[config.mk]
export PLATFORM = sky130hd
export DESIGN_NAME = relative_strength_index_wilder_unit
export DESIGN_NICKNAME = d
export VERILOG_FILES = /design/src/rtl/rsiw_pkg.sv /design/src/rtl/rsiw_ctrl.sv /design/src/rtl/rsiw_dp.sv /design/src/rtl/relative_strength_index_wilder_unit.sv
export SDC_FILE = /design/constraint.sdc
export NUM_CORES = 2
export LEC_CHECK = 0
export ABC_AREA = 1
export BUFFER_PORTS_ARGS = -buffer_cell sky130_fd_sc_hd__buf_2
export CELL_PAD_IN_SITES_DETAIL_PLACEMENT = 1
export CELL_PAD_IN_SITES_GLOBAL_PLACEMENT = 2
export CORE_ASPECT_RATIO = 1.2
export CORE_MARGIN = 5
export CORE_UTILIZATION = 39
export CTS_CLUSTER_DIAMETER = 150
export CTS_CLUSTER_SIZE = 24
export DETAILED_ROUTE_END_ITERATION = 12
export PLACE_DENSITY = 0.87
export SYNTH_ARGS = -nofsm -noshare
export SYNTH_HDL_FRONTEND = slang
export SYNTH_HIERARCHICAL = 1
export SYNTH_SLANG_ARGS = --single-unit
[constraint.sdc]
create_clock -name clk -period 8.4 [get_ports clk]
set_clock_uncertainty 0.15 [all_clocks]
set_input_delay 0.84 -clock clk [delete_from_list [all_inputs] [get_ports clk]]
set_output_delay 0.84 -clock clk [all_outputs]
set_load 0.005 [all_outputs]
[src/rtl/rsiw_pkg.sv]
// shared types and constants for the wilder rsi block
// no dependencies; imported by every module of the block

package rsiw_pkg;

  // default parameter values
  localparam int PRICE_WIDTH_DEF   = 32;
  localparam int AVG_FRAC_BITS_DEF = 16;
  localparam int PERIOD_MAX_DEF    = 255;

  // accumulator and average width, arithmetic wraps at this width
  localparam int ACC_W = 64;

  // period register
  localparam int                  PERIOD_W     = 8;
  localparam logic [PERIOD_W-1:0] PERIOD_RESET = 8'd14;

  // result scale: 100 scaled by 65536
  localparam int               RSI_W          = 23;
  localparam logic [RSI_W-1:0] RSI_FULL_SCALE = 23'd6553600;

  // quotient bits produced per step by the period divider
  localparam int PDIV_DIGIT_BITS = 4;

  // configuration port
  localparam int               CFG_DATA_W = 32;
  localparam int               CFG_ADDR_W = 3;
  localparam int               CFG_IDX_W  = CFG_ADDR_W - 2;
  localparam logic [CFG_IDX_W-1:0] REG_PERIOD = 1'b0;

  // controller to datapath commands
  typedef struct packed {
    logic load;       // latch the price of a new item
    logic delta;      // form gain and loss, update previous price and count
    logic acc;        // warm-up sums or smoothing numerators, start period divider
    logic pdiv_step;  // one digit of both period divisions
    logic avg_wr;     // write the quotients back into the averages
    logic rload;      // set up the ratio division
    logic rdiv_step;  // one bit of the ratio division
    logic out_load;   // move the result into the output register
  } rsiw_cmd_t;

  // datapath to controller status
  typedef struct packed {
    logic first;      // no previous price yet
    logic item_ok;    // this item produces a valid rsi
    logic step_last;  // divider on its last step
    logic loss_zero;  // average loss is zero
  } rsiw_sts_t;

endpackage

[src/rtl/rsiw_ctrl.sv]
// sequencing state machine for the wilder rsi block
// depends on rsiw_pkg; drives rsiw_dp through command and status structs

module rsiw_ctrl (
  input  logic                clk,
  input  logic                rst_n,
  input  logic                in_valid,
  output logic                in_ready,
  output logic                out_valid,
  input  logic                out_ready,
  input  rsiw_pkg::rsiw_sts_t sts,
  output rsiw_pkg::rsiw_cmd_t cmd
);
  import rsiw_pkg::*;

  typedef enum logic [2:0] {
    S_IDLE,
    S_DELTA,
    S_ACC,
    S_PDIV,
    S_AVG,
    S_RLOAD,
    S_RDIV,
    S_FIN
  } state_t;

  state_t state_r, state_nxt;
  logic   out_valid_r, out_valid_nxt;

  always_comb begin
    state_nxt     = state_r;
    out_valid_nxt = out_valid_r & ~out_ready;
    cmd           = '0;
    in_ready      = 1'b0;
    unique case (state_r)
      S_IDLE: begin
        in_ready = 1'b1;
        if (in_valid) begin
          cmd.load  = 1'b1;
          state_nxt = S_DELTA;
        end
      end
      S_DELTA: begin
        cmd.delta = 1'b1;
        state_nxt = sts.first ? S_FIN : S_ACC;
      end
      S_ACC: begin
        cmd.acc   = 1'b1;
        state_nxt = sts.item_ok ? S_PDIV : S_FIN;
      end
      S_PDIV: begin
        cmd.pdiv_step = 1'b1;
        if (sts.step_last) begin
          state_nxt = S_AVG;
        end
      end
      S_AVG: begin
        cmd.avg_wr = 1'b1;
        state_nxt  = S_RLOAD;
      end
      S_RLOAD: begin
        if (sts.loss_zero) begin
          state_nxt = S_FIN;
        end else begin
          cmd.rload = 1'b1;
          state_nxt = S_RDIV;
        end
      end
      S_RDIV: begin
        cmd.rdiv_step = 1'b1;
        if (sts.step_last) begin
          state_nxt = S_FIN;
        end
      end
      S_FIN: begin
        if (!out_valid_r || out_ready) begin
          cmd.out_load  = 1'b1;
          out_valid_nxt = 1'b1;
          state_nxt     = S_IDLE;
        end
      end
      default: begin
        state_nxt = S_IDLE;
      end
    endcase
  end

  always_ff @(posedge clk) begin
    if (!rst_n) begin
      state_r     <= S_IDLE;
      out_valid_r <= 1'b0;
    end else begin
      state_r     <= state_nxt;
      out_valid_r <= out_valid_nxt;
    end
  end

  assign out_valid = out_valid_r;

endmodule

[src/rtl/rsiw_dp.sv]
// datapath of the wilder rsi block: state, period divider, ratio divider
// depends on rsiw_pkg; commanded by rsiw_ctrl

module rsiw_dp #(
  parameter int PRICE_WIDTH   = rsiw_pkg::PRICE_WIDTH_DEF,
  parameter int AVG_FRAC_BITS = rsiw_pkg::AVG_FRAC_BITS_DEF,
  parameter int PERIOD_MAX    = rsiw_pkg::PERIOD_MAX_DEF
) (
  input  logic                          clk,
  input  logic                          rst_n,
  input  logic [rsiw_pkg::PERIOD_W-1:0] period,
  input  logic [PRICE_WIDTH-1:0]        in_price,
  input  rsiw_pkg::rsiw_cmd_t           cmd,
  output rsiw_pkg::rsiw_sts_t           sts,
  output logic [rsiw_pkg::RSI_W-1:0]    out_rsi_value,
  output logic                          out_rsi_valid
);
  import rsiw_pkg::*;

  localparam int PMAX_EFF   = (PERIOD_MAX < ((1 << PERIOD_W) - 1)) ?
                              PERIOD_MAX : ((1 << PERIOD_W) - 1);
  localparam int PER_W      = $clog2(PMAX_EFF + 1);
  localparam int CNT_W      = $clog2(PMAX_EFF + 2);
  localparam int DIG        = PDIV_DIGIT_BITS;
  localparam int PDIV_STEPS = ACC_W / DIG;
  localparam int STEP_MAX   = (PDIV_STEPS > RSI_W) ? PDIV_STEPS : RSI_W;
  localparam int STEP_W     = $clog2(STEP_MAX);
  localparam int NUM_W      = ACC_W + RSI_W;

  // one radix-2^DIG digit of a restoring division by the period
  function automatic logic [DIG+PER_W-1:0] pdiv_digit(
    input logic [PER_W-1:0] rem_in,
    input logic [DIG-1:0]   bits_in,
    input logic [PER_W-1:0] div
  );
    logic [PER_W:0] r;
    logic [DIG-1:0] q;
    r = {1'b0, rem_in};
    q = '0;
    for (int k = DIG - 1; k >= 0; k--) begin
      r = {r[PER_W-1:0], bits_in[k]};
      if (r >= {1'b0, div}) begin
        r    = r - {1'b0, div};
        q[k] = 1'b1;
      end
    end
    return {q, r[PER_W-1:0]};
  endfunction

  // architectural state
  logic [PRICE_WIDTH-1:0] prev_r, prev_nxt;
  logic [CNT_W-1:0]       cnt_r, cnt_nxt;
  logic [ACC_W-1:0]       avg_g_r, avg_g_nxt;
  logic [ACC_W-1:0]       avg_l_r, avg_l_nxt;

  // per-item working registers
  logic [PRICE_WIDTH-1:0] cur_r, cur_nxt;
  logic [ACC_W-1:0]       gain_d_r, gain_d_nxt;
  logic [ACC_W-1:0]       loss_d_r, loss_d_nxt;
  logic                   smooth_r, smooth_nxt;
  logic                   item_ok_r, item_ok_nxt;
  logic [ACC_W-1:0]       num_g_r, num_g_nxt;
  logic [ACC_W-1:0]       num_l_r, num_l_nxt;
  logic [PER_W-1:0]       rem_g_r, rem_g_nxt;
  logic [PER_W-1:0]       rem_l_r, rem_l_nxt;
  logic [ACC_W-1:0]       den_r, den_nxt;
  logic [ACC_W-1:0]       rrem_r, rrem_nxt;
  logic [RSI_W-1:0]       rlow_r, rlow_nxt;
  logic [STEP_W-1:0]      step_r, step_nxt;
  logic [RSI_W-1:0]       res_val_r, res_val_nxt;
  logic                   res_ok_r, res_ok_nxt;

  // combinational helpers
  logic [PERIOD_W-1:0]      per_clip;
  logic [PER_W-1:0]         p_eff;
  logic [PER_W-1:0]         p_m1;
  logic [CNT_W-1:0]         p_ext;
  logic                     first, warm, seed;
  logic [ACC_W-1:0]         sum_g, sum_l;
  logic [ACC_W+PER_W-1:0]   mul_g, mul_l;
  logic [DIG+PER_W-1:0]     dg_g, dg_l;
  logic [ACC_W:0]           tot;
  logic [NUM_W-1:0]         scaled;
  logic [ACC_W:0]           rtrial;
  logic                     rq;
  logic [RSI_W-1:0]         q_clip;
  logic                     loss_zero;

  // period of zero acts as one, large periods clip to the maximum
  always_comb begin
    per_clip = (period == '0) ? PERIOD_W'(1) : period;
    if (per_clip > PERIOD_W'(PMAX_EFF)) begin
      per_clip = PERIOD_W'(PMAX_EFF);
    end
    p_eff = per_clip[PER_W-1:0];
    p_m1  = p_eff - PER_W'(1);
    p_ext = CNT_W'(p_eff);
  end

  assign first     = (cnt_r == '0);
  assign warm      = (cnt_r <= p_ext);
  assign seed      = (cnt_r == p_ext);
  assign loss_zero = (avg_l_r == '0);

  assign sum_g = avg_g_r + gain_d_r;
  assign sum_l = avg_l_r + loss_d_r;
  assign mul_g = avg_g_r * p_m1;
  assign mul_l = avg_l_r * p_m1;

  assign dg_g = pdiv_digit(rem_g_r, num_g_r[ACC_W-1 -: DIG], p_eff);
  assign dg_l = pdiv_digit(rem_l_r, num_l_r[ACC_W-1 -: DIG], p_eff);

  // denominator saturates on overflow; constant scale is a short shift-add
  assign tot    = {1'b0, avg_g_r} + {1'b0, avg_l_r};
  assign scaled = NUM_W'(avg_g_r) * NUM_W'(RSI_FULL_SCALE);

  always_comb begin
    rtrial = {rrem_r, rlow_r[RSI_W-1]};
    rq     = 1'b0;
    if (rtrial >= {1'b0, den_r}) begin
      rtrial = rtrial - {1'b0, den_r};
      rq     = 1'b1;
    end
  end

  assign q_clip = (rlow_r > RSI_FULL_SCALE) ? RSI_FULL_SCALE : rlow_r;

  always_comb begin
    prev_nxt    = prev_r;
    cnt_nxt     = cnt_r;
    avg_g_nxt   = avg_g_r;
    avg_l_nxt   = avg_l_r;
    cur_nxt     = cur_r;
    gain_d_nxt  = gain_d_r;
    loss_d_nxt  = loss_d_r;
    smooth_nxt  = smooth_r;
    item_ok_nxt = item_ok_r;
    num_g_nxt   = num_g_r;
    num_l_nxt   = num_l_r;
    rem_g_nxt   = rem_g_r;
    rem_l_nxt   = rem_l_r;
    den_nxt     = den_r;
    rrem_nxt    = rrem_r;
    rlow_nxt    = rlow_r;
    step_nxt    = step_r;
    res_val_nxt = res_val_r;
    res_ok_nxt  = res_ok_r;

    if (cmd.load) begin
      cur_nxt = in_price;
    end

    if (cmd.delta) begin
      prev_nxt    = cur_r;
      smooth_nxt  = ~warm;
      item_ok_nxt = ~first & (~warm | seed);
      if (cur_r > prev_r) begin
        gain_d_nxt = ACC_W'(cur_r - prev_r) << AVG_FRAC_BITS;
        loss_d_nxt = '0;
      end else begin
        gain_d_nxt = '0;
        loss_d_nxt = ACC_W'(prev_r - cur_r) << AVG_FRAC_BITS;
      end
      if (first) begin
        cnt_nxt = CNT_W'(1);
      end else if (warm) begin
        cnt_nxt = cnt_r + CNT_W'(1);
      end else begin
        cnt_nxt = p_ext + CNT_W'(1);
      end
    end

    if (cmd.acc) begin
      rem_g_nxt = '0;
      rem_l_nxt = '0;
      step_nxt  = STEP_W'(PDIV_STEPS - 1);
      if (smooth_r) begin
        num_g_nxt = mul_g[ACC_W-1:0] + gain_d_r;
        num_l_nxt = mul_l[ACC_W-1:0] + loss_d_r;
      end else begin
        avg_g_nxt = sum_g;
        avg_l_nxt = sum_l;
        num_g_nxt = sum_g;
        num_l_nxt = sum_l;
      end
    end

    if (cmd.pdiv_step) begin
      num_g_nxt = {num_g_r[ACC_W-DIG-1:0], dg_g[DIG+PER_W-1:PER_W]};
      num_l_nxt = {num_l_r[ACC_W-DIG-1:0], dg_l[DIG+PER_W-1:PER_W]};
      rem_g_nxt = dg_g[PER_W-1:0];
      rem_l_nxt = dg_l[PER_W-1:0];
      step_nxt  = step_r - STEP_W'(1);
    end

    if (cmd.avg_wr) begin
      avg_g_nxt = num_g_r;
      avg_l_nxt = num_l_r;
    end

    if (cmd.rload) begin
      den_nxt  = tot[ACC_W] ? '1 : tot[ACC_W-1:0];
      rrem_nxt = scaled[NUM_W-1:RSI_W];
      rlow_nxt = scaled[RSI_W-1:0];
      step_nxt = STEP_W'(RSI_W - 1);
    end

    if (cmd.rdiv_step) begin
      rrem_nxt = rtrial[ACC_W-1:0];
      rlow_nxt = {rlow_r[RSI_W-2:0], rq};
      step_nxt = step_r - STEP_W'(1);
    end

    if (cmd.out_load) begin
      res_ok_nxt = item_ok_r;
      if (!item_ok_r) begin
        res_val_nxt = '0;
      end else if (loss_zero) begin
        res_val_nxt = RSI_FULL_SCALE;
      end else begin
        res_val_nxt = q_clip;
      end
    end
  end

  // running state clears on reset
  always_ff @(posedge clk) begin
    if (!rst_n) begin
      prev_r  <= '0;
      cnt_r   <= '0;
      avg_g_r <= '0;
      avg_l_r <= '0;
    end else begin
      prev_r  <= prev_nxt;
      cnt_r   <= cnt_nxt;
      avg_g_r <= avg_g_nxt;
      avg_l_r <= avg_l_nxt;
    end
  end

  always_ff @(posedge clk) begin
    cur_r     <= cur_nxt;
    gain_d_r  <= gain_d_nxt;
    loss_d_r  <= loss_d_nxt;
    smooth_r  <= smooth_nxt;
    item_ok_r <= item_ok_nxt;
    num_g_r   <= num_g_nxt;
    num_l_r   <= num_l_nxt;
    rem_g_r   <= rem_g_nxt;
    rem_l_r   <= rem_l_nxt;
    den_r     <= den_nxt;
    rrem_r    <= rrem_nxt;
    rlow_r    <= rlow_nxt;
    step_r    <= step_nxt;
    res_val_r <= res_val_nxt;
    res_ok_r  <= res_ok_nxt;
  end

  assign sts.first     = first;
  assign sts.item_ok   = item_ok_r;
  assign sts.step_last = (step_r == '0);
  assign sts.loss_zero = loss_zero;

  assign out_rsi_value = res_val_r;
  assign out_rsi_valid = res_ok_r;

endmodule

[src/rtl/relative_strength_index_wilder_unit.sv]
// top level of the wilder rsi block: configuration register, controller, datapath
// depends on rsiw_pkg, rsiw_ctrl and rsiw_dp

// Wilder RSI over a stream of unsigned fixed-point prices, one result item per
// price item. The first price only primes the block; the next `period` price
// changes are summed as gains and losses, then divided by the period to seed the
// averages, and every later change is Wilder-smoothed with truncation. The result
// is 100*gain/(gain+loss) scaled by 65536, or full scale when the average loss is
// zero; rsi_valid stays low (value zero) until the averages are seeded. One item
// is worked on at a time: the first item and warm-up items skip both dividers, an
// item whose average loss is zero skips the ratio divider, and every other item
// runs through two dividers, one after the other:
// a 16-step radix-16 divider by the period (gain and loss lanes side by side)
// and a 23-step bit-serial divider for the final ratio. The result sits in an
// output register, so the next item is accepted while it waits. The period
// register (byte address 0, reset 14) must only be written while the block is
// idle; a period of zero acts as one, and one above PERIOD_MAX as PERIOD_MAX.

module relative_strength_index_wilder_unit #(
  parameter int PRICE_WIDTH   = rsiw_pkg::PRICE_WIDTH_DEF,
  parameter int AVG_FRAC_BITS = rsiw_pkg::AVG_FRAC_BITS_DEF,
  parameter int PERIOD_MAX    = rsiw_pkg::PERIOD_MAX_DEF
) (
  input  logic                            clk,
  input  logic                            rst_n,
  // price items
  input  logic                            in_valid,
  output logic                            in_ready,
  input  logic [PRICE_WIDTH-1:0]          in_price,
  // result items
  output logic                            out_valid,
  input  logic                            out_ready,
  output logic [rsiw_pkg::RSI_W-1:0]      out_rsi_value,
  output logic                            out_rsi_valid,
  // configuration port
  input  logic                            psel,
  input  logic                            penable,
  input  logic                            pwrite,
  input  logic [rsiw_pkg::CFG_ADDR_W-1:0] paddr,
  input  logic [rsiw_pkg::CFG_DATA_W-1:0] pwdata,
  output logic [rsiw_pkg::CFG_DATA_W-1:0] prdata,
  output logic                            pready
);
  import rsiw_pkg::*;

  logic [PERIOD_W-1:0]  period_r, period_nxt;
  logic [CFG_IDX_W-1:0] reg_idx;
  logic                 wr_en;
  rsiw_cmd_t            cmd;
  rsiw_sts_t            sts;

  // register file: a single period register, writes take effect on the access phase
  assign reg_idx = paddr[CFG_ADDR_W-1:2];
  assign wr_en   = psel & penable & pwrite;
  assign pready  = 1'b1;

  always_comb begin
    period_nxt = period_r;
    if (wr_en && (reg_idx == REG_PERIOD)) begin
      period_nxt = pwdata[PERIOD_W-1:0];
    end
  end

  always_comb begin
    prdata = '0;
    unique case (reg_idx)
      REG_PERIOD: prdata = CFG_DATA_W'(period_r);
      default:    prdata = '0;
    endcase
  end

  always_ff @(posedge clk) begin
    if (!rst_n) begin
      period_r <= PERIOD_RESET;
    end else begin
      period_r <= period_nxt;
    end
  end

  // sequencing
  rsiw_ctrl u_ctrl (
    .clk       (clk),
    .rst_n     (rst_n),
    .in_valid  (in_valid),
    .in_ready  (in_ready),
    .out_valid (out_valid),
    .out_ready (out_ready),
    .sts       (sts),
    .cmd       (cmd)
  );

  // state, dividers and the output register
  rsiw_dp #(
    .PRICE_WIDTH   (PRICE_WIDTH),
    .AVG_FRAC_BITS (AVG_FRAC_BITS),
    .PERIOD_MAX    (PERIOD_MAX)
  ) u_dp (
    .clk           (clk),
    .rst_n         (rst_n),
    .period        (period_r),
    .in_price      (in_price),
    .cmd           (cmd),
    .sts           (sts),
    .out_rsi_value (out_rsi_value),
    .out_rsi_valid (out_rsi_valid)
  );

  // warm-up results carry a zero value
  a_warmup_zero: assert property (@(posedge clk) disable iff (!rst_n)
    out_valid && !out_rsi_valid |-> out_rsi_value == '0)
    else $error("warm-up result with nonzero rsi value");

  // rsi never exceeds full scale
  a_full_scale: assert property (@(posedge clk) disable iff (!rst_n)
    out_valid |-> out_rsi_value <= RSI_FULL_SCALE)
    else $error("rsi value above full scale");

  // one item in work at a time
  a_one_item: assert property (@(posedge clk) disable iff (!rst_n)
    in_valid && in_ready |=> !in_ready)
    else $error("item accepted while another is in work");

endmodule
# Word level (Yosys, flattened, before mapping)
# Index checks and enable logic that the tools add are counted.
[op_classes]
addsub = 20
n_mul = 3
order_cmp = 13
n_eq_ne = 13
mux = 70
n_bitwise = 10
n_reduce_logical = 15
[ops]
columns = ["operator", "count"]
rows = [
  ["64-bit 2-to-1 mux", 15],
  ["64-bit adder", 4],
  ["64-bit by 8-bit multiplier with 64-bit output", 2],
  ["8-bit 2-to-1 mux", 14],
  ["23-bit 2-to-1 mux", 4],
  ["9-bit by 8-bit >= comparator with 1-bit output", 8],
  ["64-bit by 5-bit multiplier with 69-bit output, second input constant", 1],
  ["32-bit by 32-bit subtractor with 33-bit output", 2],
  ["64-bit by 64-bit adder with 65-bit output", 1],
  ["65-bit by 64-bit >= comparator with 1-bit output", 1],
  ["64-bit logical NOT", 1],
  ["64-bit subtractor", 1],
  ["8-bit subtractor", 8],
  ["32-bit > comparator", 1],
  ["1-bit 2-to-1 mux", 24],
  ["3-bit one-hot mux with 8 select lines", 1],
  ["23-bit > comparator, second input constant", 1],
  ["5-bit 2-to-1 mux", 4],
  ["3-bit 2-to-1 mux", 6],
  ["9-bit 2-to-1 mux", 2],
  ["3-bit == test, second input constant", 4],
  ["8-bit by 1-bit adder with 9-bit output, second input constant", 1],
  ["9-bit by 1-bit adder with 9-bit output, second input constant", 1],
  ["9-bit by 8-bit == test with 1-bit output", 1],
  ["other kinds (23)", 36],
]
[totals]
ff_bits = 667
inputBits = 74
out_inout_bits = 59
word_cells = 169

# Longest topological paths before layout
[depth]
ltp_word = 13
ltp_mapped = 56
mapped_depth_nobuf = 54

# Modules after synthesis
# The synthesis kept the hierarchy.
[by_module_without_submodules]
columns = ["mod", "instances", "cells_per_inst", "area_each_um2", "seq_area_each_um2"]
rows = [
  ["rsiw_dp", 1, 12709, 89483.3, 16115.5],
  ["relative_strength_index_wilder_unit", 1, 95, 646.9, 160.2],
  ["rsiw_ctrl", 1, 59, 321.6, 80.1],
]

# Least setup slack after synthesis
# Ideal clock, no wire load.
[synth_timing]
path_kind = "flip-flop to flip-flop"
from = "reg period_r[5]"
to = "reg u_dp.rem_g_r[3] (data pin)"
setup_time_ns = 0.253
arrival_time_ns = 7.169
required_ns = 7.997
path_slack_ns = 0.828
path_stages_with_launch = 51
n_path_buf = 3
synth_period_minus_slack_ns = 7.572
cell_sequence = "dfxtp_1 inv_1 nand3_1 nor2_1 nor2_4 inv_1 buf_1 ha_1 nand4_1 nor2_1 nor2_1 nand2_4 o21ai_0 ha_1 nand3_1 nand2_2 nand4_1 nand3_1 [15 not listed] nand3b_4 o21ai_0 ha_1 nand3_1 nand2_1 nand2_1 nand2_1 nand2_1 nand2_1 nand2_1 nand2_1 a21oi_1 nor2_1 nor3_1 nand3_2 buf_6 nor2_1 nor2_1"
[synth_via]
elab_chain_len = 13
word_cells_on_any_way = 17
classes_between = "add/sub (4); order compare (5); mux (7); reduce/logical (1)"
[synth_rtl]
columns = ["element", "line", "rtl"]
rows = [
  ["from (decl)", "relative_strength_index_wilder_unit.sv:46", "logic [PERIOD_W-1:0] period_r, period_nxt;"],
  ["from (signal assigned)", "relative_strength_index_wilder_unit.sv:76", "period_r <= period_nxt;"],
  ["8-bit logical NOT", "rsiw_dp.sv:91", "per_clip = (period == '0) ? PERIOD_W'(1) : period;"],
  ["8-bit 2-to-1 mux *", "rsiw_dp.sv:91", ""],
  ["8-bit > comparator", "rsiw_dp.sv:92", "if (per_clip > PERIOD_W'(PMAX_EFF)) begin"],
  ["8-bit 2-to-1 mux *", "rsiw_dp.sv:92", ""],
  ["8-bit subtractor or 9-bit by 8-bit >= comparator with 1-bit output (tied branches)", "rsiw_dp.sv:43, rsiw_dp.sv:42", ""],
  ["8-bit 2-to-1 mux", "rsiw_dp.sv:42", "if (r >= {1'b0, div}) begin"],
  ["8-bit subtractor or 9-bit by 8-bit >= comparator with 1-bit output (tied branches)", "rsiw_dp.sv:43, rsiw_dp.sv:42", ""],
  ["8-bit 2-to-1 mux", "rsiw_dp.sv:42", ""],
  ["8-bit subtractor or 9-bit by 8-bit >= comparator with 1-bit output (tied branches)", "rsiw_dp.sv:43, rsiw_dp.sv:42", ""],
  ["8-bit 2-to-1 mux", "rsiw_dp.sv:42", ""],
  ["8-bit subtractor or 9-bit by 8-bit >= comparator with 1-bit output (tied branches)", "rsiw_dp.sv:43, rsiw_dp.sv:42", ""],
  ["8-bit 2-to-1 mux *", "rsiw_dp.sv:42", ""],
  ["8-bit 2-to-1 mux *", "rsiw_dp.sv:188", "if (cmd.pdiv_step) begin"],
  ["to (signal assigned)", "rsiw_dp.sv:249", "rem_g_r <= rem_g_nxt;"],
  ["to (decl)", "rsiw_dp.sv:64", "logic [PER_W-1:0] rem_g_r, rem_g_nxt;"],
]
# Mark *: on every way between the ends. The rest lies on a longest branch, timed or not.
# A chain may end at the register's enable or synchronous reset.

# Final worst setup path
[layout_timing]
from = "reg period_r[2]"
to = "reg u_dp.num_g_r[63] (data pin)"
[layout_via]
elab_chain_len = 10
[layout_rtl]
columns = ["element", "line", "rtl"]
rows = [
  ["8-bit logical NOT", "rsiw_dp.sv:91", ""],
  ["8-bit 2-to-1 mux *", "rsiw_dp.sv:91", ""],
  ["8-bit > comparator", "rsiw_dp.sv:92", ""],
  ["8-bit 2-to-1 mux *", "rsiw_dp.sv:92", ""],
  ["8-bit by 1-bit subtractor with 8-bit output *", "rsiw_dp.sv:96", "p_m1 = p_eff - PER_W'(1);"],
  ["64-bit by 8-bit multiplier with 64-bit output *", "rsiw_dp.sv:107", "assign mul_g = avg_g_r * p_m1;"],
  ["64-bit adder *", "rsiw_dp.sv:178", "num_g_nxt = mul_g[ACC_W-1:0] + gain_d_r;"],
  ["64-bit 2-to-1 mux *", "rsiw_dp.sv:177", "if (smooth_r) begin"],
  ["64-bit 2-to-1 mux *", "rsiw_dp.sv:173", "if (cmd.acc) begin"],
  ["64-bit 2-to-1 mux *", "rsiw_dp.sv:188", ""],
  ["via u_dp.num_g_nxt[63]", "rsiw_dp.sv:62", "logic [ACC_W-1:0] num_g_r, num_g_nxt;"],
  ["to (signal assigned)", "rsiw_dp.sv:247", "num_g_r <= num_g_nxt;"],
  ["to (decl)", "rsiw_dp.sv:62", ""],
]
# The timed path passes the listed nets; every way through them passes the cells marked *. The select of a mux whose other input is x is not followed.

==> impl_metrics.tcl <==
set metrics [dict create \
    run_status "complete, no violations" \
    synth_enable_flop_cells 424 \
    place.gp.congestion 1.02 \
    timing.critical_path.slowest_cell_delay_ps 550 \
    min_period_over_period_pct 96.3 \
    numCtsBuffers 34 \
    cp_data_arrival_time_ps 8240 \
    cts.sink_count 605 \
    worst-r2r-setup-slack_ps 310 \
    criticalPathCategory "flip-flop to flip-flop" \
    holdPathEnd "u_dp/cur_r[18]$_DFFE_PP_" \
    ant_nets 0 \
    detail_route.vias_per_cell 5.61 \
    globalRouteTotalUtil_pct 34.9 \
    pre_cts_ws_ps -7.95 \
    layout_common_cells "2808 x nand2_1, 2465 x inv_1, 1504 x nor2_1, 863 x fa_1, 826 x a21oi_1" \
    cell_area_after_technology_mapping_um2 90500 \
    routed_wirelength_um 432000 \
    synth-seq-cells 605 \
    die_area_um2 242000 \
    grt_antenna_before_repair 21 \
    routedWlPerCell_um 26.9 \
    clock.fmax_mhz 124 \
    die-width_um 450 \
    final_core_utilization_pct 42.1 \
    area_growth_syn_to_layout_pct 7.41 \
    min_period_ps 8090 \
    power_mw 46.9 \
    vias_in_the_first_global_route 96919 \
    drc 0 \
    finalWorstSetupSlack_ps 308 \
    detail_route.iter0.violations 6263 \
    post_synth_top_area_cell "fa_1" \
    cts.htree.levels 2 \
    clk_root_buffer_cell "clkbuf_16" \
    clock_latency_ps 730 \
    synth_cells 12863 \
    critPathMaxFanout 12 \
    crit-reg2reg-launch "period_r[2]$_SDFFE_PN1P_" \
    numPortBuffers 81 \
    relSlewSlack_pct 4.21 \
    detailed_place_hpwl_um 363000 \
    postSynth.asyncResetShare_pct 0 \
    start_util_pct 39.2 \
    cp.required_ps 8550 \
    synth_sequential_area_ratio_pct 18.1 \
    worst_hold_startpoint "in_price[18]" \
    netlist.area_leader.share_pct 19.1 \
    pwr_density_cell_nw_per_um2 482 \
    ys_dominant_reg_cell "edfxtp_1" \
    setup.worst_path.start_class "flip-flop" \
    worst-r2r-cell-count 34 \
    holdCritPathClass "input pin to flip-flop" \
    critical_path.slowest_cell "fa_1" \
    layout-drive-gt1-share_pct 5.27 \
    syn-mean-instance-area_um2 7.03 \
    die_h_um 538 \
    detail_route.first_pass.iterations 6 \
    yosys-top-cells-area "fa_1 19%, edfxtp_1 14%, nand2_1 12%" \
    tightestPinTransition_ps 1420 \
    numPlacedInstances 15947 \
    grt_first_pass_wirelength_um 631000 \
    ir_drop_v 0.00103 \
    core_area_um2 231000 \
    drv.max_cap_violation_count 0 \
    p_leak_nw 45.7 \
    yosys_warning_total 6 \
    clk_pin_slew_worst_paths_ps 110 \
    layout.cells.most_common "nand2_1" \
    standard_cell_area_after_detailed_placement_um2 95800 \
    final-hold-violation-count 0 \
    hold_fix_buffers_cts 0 \
    final_standard_cell_area_without_fillers_um2 97200 \
    tritoncts "built" \
    min_delay_path_depth 1 \
    number_of_distinct_library_cells_after_synthesis 78 \
    finalNonFillerCells 16050 \
    grt_remaining_overflow 0 \
    slew_viol_final 0 \
    worst_r2r_dst "u_dp/num_g_r[63]$_DFFE_PP_" \
    report.final.setup_viol 0 \
    design.portCount 133 \
    via_count 90092 \
    rows 193 \
    nNetsFinal 14635 \
    grt_start_max_net_pins 113 \
    worst_setup_path_end_kind "flip-flop" \
    cts-root-to-sink-buffers 3 \
]
[timing repair]
item	in CTS	in global routing
resized for setup	2	22
endpoints found under the setup margin	4	18
pin swaps	0	5
buffers inserted	0	11
endpoints found under the hold margin	0	0
[stage by stage]
step	setup TNS, ps	hold WS (ps)
after floorplan	0	325
after global placement	0	327
after detailed placement	-7.95	339
after CTS	0	132
after global routing	-582	130
final	0	152
[critical path: cells and delay by family, from the launching register on]
| family | cells | cell delay (ps) |
|---|---|---|
| fa+ha+maj | 6 | 2620 |
| simple gates | 15 | 2380 |
| buf+inv | 10 | 1160 |
| compound gates | 3 | 930 |
| flops | 1 | 330 |
[layout make-up]
type | instances | area (um^2)
Sequential cell | 605 | 16400
Clock buffer | 50 | 931
Multi-Input combinational cell | 9426 | 63300
Inverter | 2499 | 9410
Tap cell | 3022 | 3780
Clock inverter | 11 | 144
Antenna cell | 31 | 77.6
Timing Repair Buffer | 406 | 3110
Fill cell | 29489 | 133000
[per-layer routing]
metal	GRT usage (%)	vias to the layer above	routed length (um)
met5	0	-	30
met4	24.7	4	37800
met3	4.31	1042	22300
met2	60.8	2878	207000
met1	39.7	45205	165000
li1	-	40963	-
[cell usage after synthesis, types with 83 or more instances]
| cell | number |
|---|---|
| nand2_1 | 2815 |
| inv_1 | 2474 |
| nor2_1 | 1508 |
| fa_1 | 863 |
| a21oi_1 | 832 |
| ha_1 | 726 |
| o21ai_0 | 688 |
| nand3_1 | 632 |
| edfxtp_1 | 424 |
| clkbuf_1 | 233 |
| dfxtp_1 | 181 |
| a31oi_1 | 172 |
| xor2_1 | 167 |
| nand4_1 | 117 |
| nor3_1 | 103 |
| xnor2_1 | 100 |
| o21bai_1 | 83 |
[sequential cells by signal, summed over array words and instances (netlist names), 33 cells and up]
signal,flops
u_dp/num_g_r,64
u_dp/rrem_r,64
u_dp/avg_l_r,64
u_dp/loss_d_r,33
u_dp/gain_d_r,33
u_dp/avg_g_r,64
u_dp/den_r,64
u_dp/num_l_r,64
[worst max path at each step]
stage                                  start                       endpoint  slack (ps)  cells after the start
floorplan           period_r[5]$_SDFFE_PN0P_  u_dp/rem_g_r[3]$_SDFFCE_PN0P_         830                     50
detailed placement  period_r[6]$_SDFFE_PN0P_      u_dp/num_l_r[0]$_DFFE_PP_          -8                     47
global placement    period_r[6]$_SDFFE_PN0P_      u_dp/num_g_r[0]$_DFFE_PP_         190                     52
global route        period_r[1]$_SDFFE_PN1P_  u_dp/rem_l_r[3]$_SDFFCE_PN0P_        -100                     51
finish              period_r[2]$_SDFFE_PN1P_     u_dp/num_g_r[63]$_DFFE_PP_         310                     34
CTS                 period_r[5]$_SDFFE_PN0P_      u_dp/num_g_r[0]$_DFFE_PP_          40                     52
[cell families (layout without fill, tap and decap cells)]
group           Yosys count  in the layout  share of synthesized area [%]
compound gates         2113           2113                           13.1
other cells               2             56                        0.00830
fa+ha+maj              1589           1589                           29.1
xor+xnor                269            269                           2.64
buf+inv                2855           2966                           12.2
flops                   605            605                           18.1
simple gates           5430           5430                           24.9
[where the power goes]
part           switching (mW)  total, mW  internal (mW)
registers                1.69       6.65           4.96
logic                    25.7       38.1           12.4
clock network            1.28       2.09          0.815
No activity file was read; power rests on OpenSTA's default activity.
